**src/hw/rtl/dms_pkg.sv**
```systemverilog
// ----------------------------------------------------------------------------
// dms_pkg
// Shared types, field widths and the sort order for the record sorter.
// ----------------------------------------------------------------------------
package dms_pkg;

	localparam int DMS_CAPACITY  = 64;
	localparam int DMS_NUM_SLOTS = 4;

	localparam int ID_W     = 9;
	localparam int LEVEL_W  = 7;
	localparam int METHOD_W = 3;
	localparam int SLOT_W   = 3;
	localparam int POS_W    = 6;

	localparam int IN_FIELDS_W  = ID_W + LEVEL_W + METHOD_W + SLOT_W;
	localparam int IN_DATA_W    = ((IN_FIELDS_W + 7) / 8) * 8;
	localparam int OUT_FIELDS_W = ID_W + LEVEL_W + METHOD_W + SLOT_W + POS_W;
	localparam int OUT_DATA_W   = ((OUT_FIELDS_W + 7) / 8) * 8;

	localparam logic [SLOT_W-1:0] NOT_HELD = SLOT_W'(4);

	// action codes carried on the input tuser bit
	typedef enum logic {
		ACT_ADD    = 1'b0,
		ACT_FINISH = 1'b1
	} action_t;

	typedef struct packed {
		logic [ID_W-1:0]     id;
		logic [LEVEL_W-1:0]  level;
		logic [METHOD_W-1:0] method;
		logic [SLOT_W-1:0]   slot;
		logic                equipped;
	} rec_t;

	// command broadcast to every cell
	typedef struct packed {
		logic add;
		logic sort;
		logic phase;
		logic shift;
		rec_t rec;
	} cell_ctl_t;

	// true when a must come after b
	function automatic logic goes_after(input rec_t a, input rec_t b);
		logic r;
		if (a.equipped != b.equipped) begin
			r = b.equipped;
		end else if (a.method != b.method) begin
			r = a.method > b.method;
		end else if (a.method == '0) begin
			r = a.level > b.level;
		end else begin
			r = a.id > b.id;
		end
		return r;
	endfunction

endpackage

```
**src/hw/rtl/dms_cell.sv**
```systemverilog
// ----------------------------------------------------------------------------
// dms_cell
// One table entry: id match for duplicates, append write, a compare-swap
// with either neighbor during the sort, and a left shift while emitting.
// ----------------------------------------------------------------------------
module dms_cell #(
	parameter int CAPACITY = dms_pkg::DMS_CAPACITY,
	parameter int INDEX    = 0
) (
	input  logic                                clk,
	input  dms_pkg::cell_ctl_t                  ctl,
	input  logic                                hit,
	input  logic [$clog2(CAPACITY+1)-1:0]       count,
	input  dms_pkg::rec_t                       left_rec,
	input  dms_pkg::rec_t                       right_rec,
	input  logic                                swap_in,
	output logic                                swap_out,
	output logic                                match,
	output dms_pkg::rec_t                       rec
);
	import dms_pkg::*;

	localparam int   CNT_W  = $clog2(CAPACITY + 1);
	localparam logic PARITY = 1'(INDEX % 2);

	rec_t rec_q;
	logic live;
	logic right_live;
	logic at_tail;

	assign live       = count > CNT_W'(INDEX);
	assign right_live = count > CNT_W'(INDEX + 1);
	assign at_tail    = count == CNT_W'(INDEX);
	assign match      = live && (rec_q.id == ctl.rec.id);

	// lower cell of the active pair decides the swap for both
	assign swap_out = ctl.sort && (ctl.phase == PARITY) && right_live
		&& goes_after(rec_q, right_rec);

	always_ff @(posedge clk) begin
		if (ctl.add) begin
			if (hit) begin
				if (match && (ctl.rec.method < rec_q.method)) begin
					rec_q.method <= ctl.rec.method;
					rec_q.level  <= ctl.rec.level;
				end
			end else if (at_tail) begin
				rec_q <= ctl.rec;
			end
		end else if (ctl.sort) begin
			if (swap_out) begin
				rec_q <= right_rec;
			end else if (swap_in) begin
				rec_q <= left_rec;
			end
		end else if (ctl.shift) begin
			rec_q <= right_rec;
		end
	end

	assign rec = rec_q;

endmodule
```
**config.mk**
```make
export PLATFORM = sky130hd
export DESIGN_NAME = dms_cell
export DESIGN_NICKNAME = d
export VERILOG_FILES = /design/src/hw/rtl/dms_pkg.sv /design/src/hw/rtl/dms_cell.sv
export SDC_FILE = /design/constraint.sdc
export NUM_CORES = 1
export LEC_CHECK = 0
export CORE_UTILIZATION = 43
export DETAILED_ROUTE_END_ITERATION = 12
export DONT_BUFFER_PORTS = 1
export REMOVE_ABC_BUFFERS = 1
export SYNTH_ARGS = -nofsm -noshare
export SYNTH_HDL_FRONTEND = slang
export SYNTH_SLANG_ARGS = --single-unit
```
**constraint.sdc**
```tcl
create_clock -name clk -period 5.7 [get_ports clk]
set_clock_uncertainty 0.2 [all_clocks]
set_input_delay 0.57 -clock clk [delete_from_list [all_inputs] [get_ports clk]]
set_output_delay 0.57 -clock clk [all_outputs]
set_load 0.02 [all_outputs]
```
==> metrics.cfg <==
[floorplanning]
die-area_mm2 = 0.00528
fp.coreArea_mm2 = 0.00475
start_util_pct = 45.1
fp.dieW_um = 72.6
die-height_um = 72.6
rows = 25
pin_count = 108

[worst_setup_path]
worstPathMaxFanout = 23
cp-endpoint = rec[15]$_DFFE_PP_
cp_slowest_cell = edfxtp_1
r2r_start = rec[13]$_DFFE_PP_
cp_common_cell = a211o_1
path_cells = ha_1 > nand3_1 > a211o_1 > a211o_1 > maj3_2 > nor2b_4 > o31a_1 > a21o_1
r2r_slack_ps = 2000
r2r.worst_path.cells = 8
crit_buf_inv = 0
critical_path_arrival_ps = 3400
crit_family = compound AO/OA/AOI/OAI gates
critPathLaunchType = flip-flop
crit_required_ps = 5410
worstSetupPathType = reg -> reg
setup.worst_path.end_class = flip-flop
worst-path-stages = 8
r2r_end = rec[15]$_DFFE_PP_
worst_path_largest_cell_delay_ps = 510
crit_start = rec[13]$_DFFE_PP_

[timing]
worst_pin_slew_ps = 956
final-setup-viol-count = 0
hold_viol_final = 0
rsz0062_at_grt = false
fin_hold_ws_ps = 324
period_share_pct = 64.8
fmax_mhz = 271
fin_ws_ps = 2000
drv_slew = 0
slew_headroom_pct = 36.1
tns_ps = 0
fin_crit_ps = 3700

[yosys]
synth_cell_types = 40
synth_area_mm2 = 0.00215
syn-mean-instance-area_um2 = 8.69
synthXorXnorAreaFrac_pct = 3.67
synth_edf_count = 23
synthFlopType = edfxtp_1
postSynth.asyncResetShare_pct = 0
ys_seq_area_share_pct = 32.2
synthSimpleGateAreaFrac_pct = 16.6
synth_top_family_by_area = compound AO/OA/AOI/OAI gates
synthAdderAreaFrac_pct = 13.2
muxShareOfSynthArea_pct = 0
synth-compound-area-share_pct = 26.1
ys_ff_latch = 23
synthCells = 247
ys_warn_count = 0

[global_routing]
grt_antenna_before_repair = 0
grt_start_max_net_pins = 51
grtUsageTotal_pct = 20.6
use_met2_pct = 34.3
globalRouteMet3Util_pct = 5.11
grt.overflow.total = 0
grt_first_pass_wirelength_mm = 8.32
gr-max-usage-layer = met2
grt_pass1_vias = 1658
use_met1_pct = 27.1

[final_layout]
syn2layout_area_growth_pct = 2.33
fin_area_mm2 = 0.00220
layout.nets = 343
fillers = 483
drive_above_1_share_pct = 4.20
largest_reg_flops = 23
final_cells = 305
fin_util_pct = 46.2
antenna_cells = 0

[run]
maxCapViolCount = 0

[clocking]
postCtsSetupRepairBufs = 0
numClockSinks = 23
ctsResizeCount = 0
clockRootBuffer = clkbuf_8
cts_buffer_depth = 2
clk_latency_ps = 270
htreeDepth = 1
path_clk_slew_ps = 90
cts_tree = done
numCtsBuffers = 3
ctsHoldBuffers = 0

[placement]
port_buffers = 0
dpl_worst_slack_ps = 1980
place_area_mm2 = 0.00215
hpwl_mm = 3.99
dp.cells = 301
gp_congestion = 0.763

[pwr]
vdd_drop_max_v = 0.000102
power_density_mw_per_mm2 = 210
leakage_nw = 0.861
finalPower_uw = 460

[routing]
via_per_inst = 5.99
drcViolationCount = 0
drtIter0Drc = 65
ant_nets = 0
num_vias = 1826
wl_mm = 5.39
first_pass_iters = 4
routedWlPerCell_um = 17.7

[hold_path]
hp-class = in -> reg
worstHoldStart = ctl[0]
holdPathStages = 2

[status]
outcome = finished, final reports clean

## worst reg2reg max path: cells and delay by family, from the launching register on
family	cells	cell delay (ps)
compound gates	4	1260
fa+ha+maj	2	750
simple gates	2	620
flops	1	510
## where the power goes
part / internal (mW) / switching (mW) / leakage, nW
Combinational: 0.0507 / 0.0701 / 0.618
Clock: 0.0489 / 0.0569 / 0.0255
Sequential: 0.206 / 0.0276 / 0.217
Total: 0.306 / 0.155 / 0.861
## cells in the final DEF, fill, tap and decap left out, types with 2 or more instances in the layout
| cell type | n |
|---|---|
| nand4_1 | 4 |
| edfxtp_1 | 23 |
| o21ai_0 | 7 |
| a211o_1 | 2 |
| nor4_1 | 2 |
| nand2_1 | 3 |
| inv_1 | 24 |
| clkbuf_8 | 3 |
| nor2_1 | 6 |
| xor2_1 | 7 |
| ha_1 | 21 |
| o211ai_1 | 2 |
| nor2b_1 | 24 |
| a21oi_1 | 26 |
| nand3_1 | 8 |
| nand3b_1 | 2 |
| o21ai_1 | 22 |
| xnor2_1 | 2 |
| o21a_1 | 3 |
| a31oi_1 | 24 |
| a21o_1 | 4 |
| and3_1 | 2 |
## synthesized netlist by cell type (2+ instances only)
cell / n / area share (%)
a21oi_1: 26 / 6.1
nor2b_1: 24 / 7.0
o21ai_0: 7 / 1.6
nand4_1: 4 / 1.2
nand3_1: 8 / 1.9
o21a_1: 3 / 1.0
nor4_1: 2 / 0.58
inv_1: 24 / 4.2
a21o_1: 4 / 1.4
edfxtp_1: 23 / 32
and3_1: 2 / 0.58
xor2_1: 7 / 2.9
nand2_1: 3 / 0.52
nand3b_1: 2 / 0.70
clkbuf_1: 8 / 1.4
buf_6: 4 / 2.1
o21ai_1: 22 / 5.1
o211ai_1: 2 / 0.70
ha_1: 21 / 12
nor2_1: 6 / 1.0
xnor2_1: 2 / 0.82
a31oi_1: 24 / 7.0
a211o_1: 2 / 0.82
## logic make-up (layout without fill, tap and decap cells)
kind of cell / after synthesis / in the layout
compound gates: 96 / 96
simple gates: 58 / 58
buf+inv: 38 / 29
fa+ha+maj: 23 / 23
flops: 23 / 23
xor+xnor: 9 / 9
## worst min-delay path by stage
stage | slack (ps) | end
6_report | 320 | rec[0]$_DFFE_PP_
2_1_floorplan | 590 | rec[0]$_DFFE_PP_
3_5_place_dp | 610 | rec[0]$_DFFE_PP_
3_3_place_gp | 600 | rec[0]$_DFFE_PP_
5_1_grt | 320 | rec[20]$_DFFE_PP_
4_1_cts | 320 | rec[0]$_DFFE_PP_
## routing by layer
metal  routed length (um)  vias to the layer above
met4                   24                        0
met2                 2610                       85
met3                  488                        2
met1                 2270                      848
li1                     -                      891
met5                    0                        -
## final cells by class
| class | count | area [um^2] | share of cell area (%) |
|---|---|---|---|
| clock buffer | 3 | 41.3 | 1.88 |
| clock inverter | 1 | 5.00 | 0.228 |
| inverter | 24 | 90.1 | 4.10 |
| multi-input combinational | 186 | 1280 | 58.2 |
| sequential | 23 | 691 | 31.5 |
| tap | 67 | 83.8 | 3.82 |
| timing repair buffer | 1 | 7.51 | 0.342 |
No activity file was read; power rests on OpenSTA's default activity.
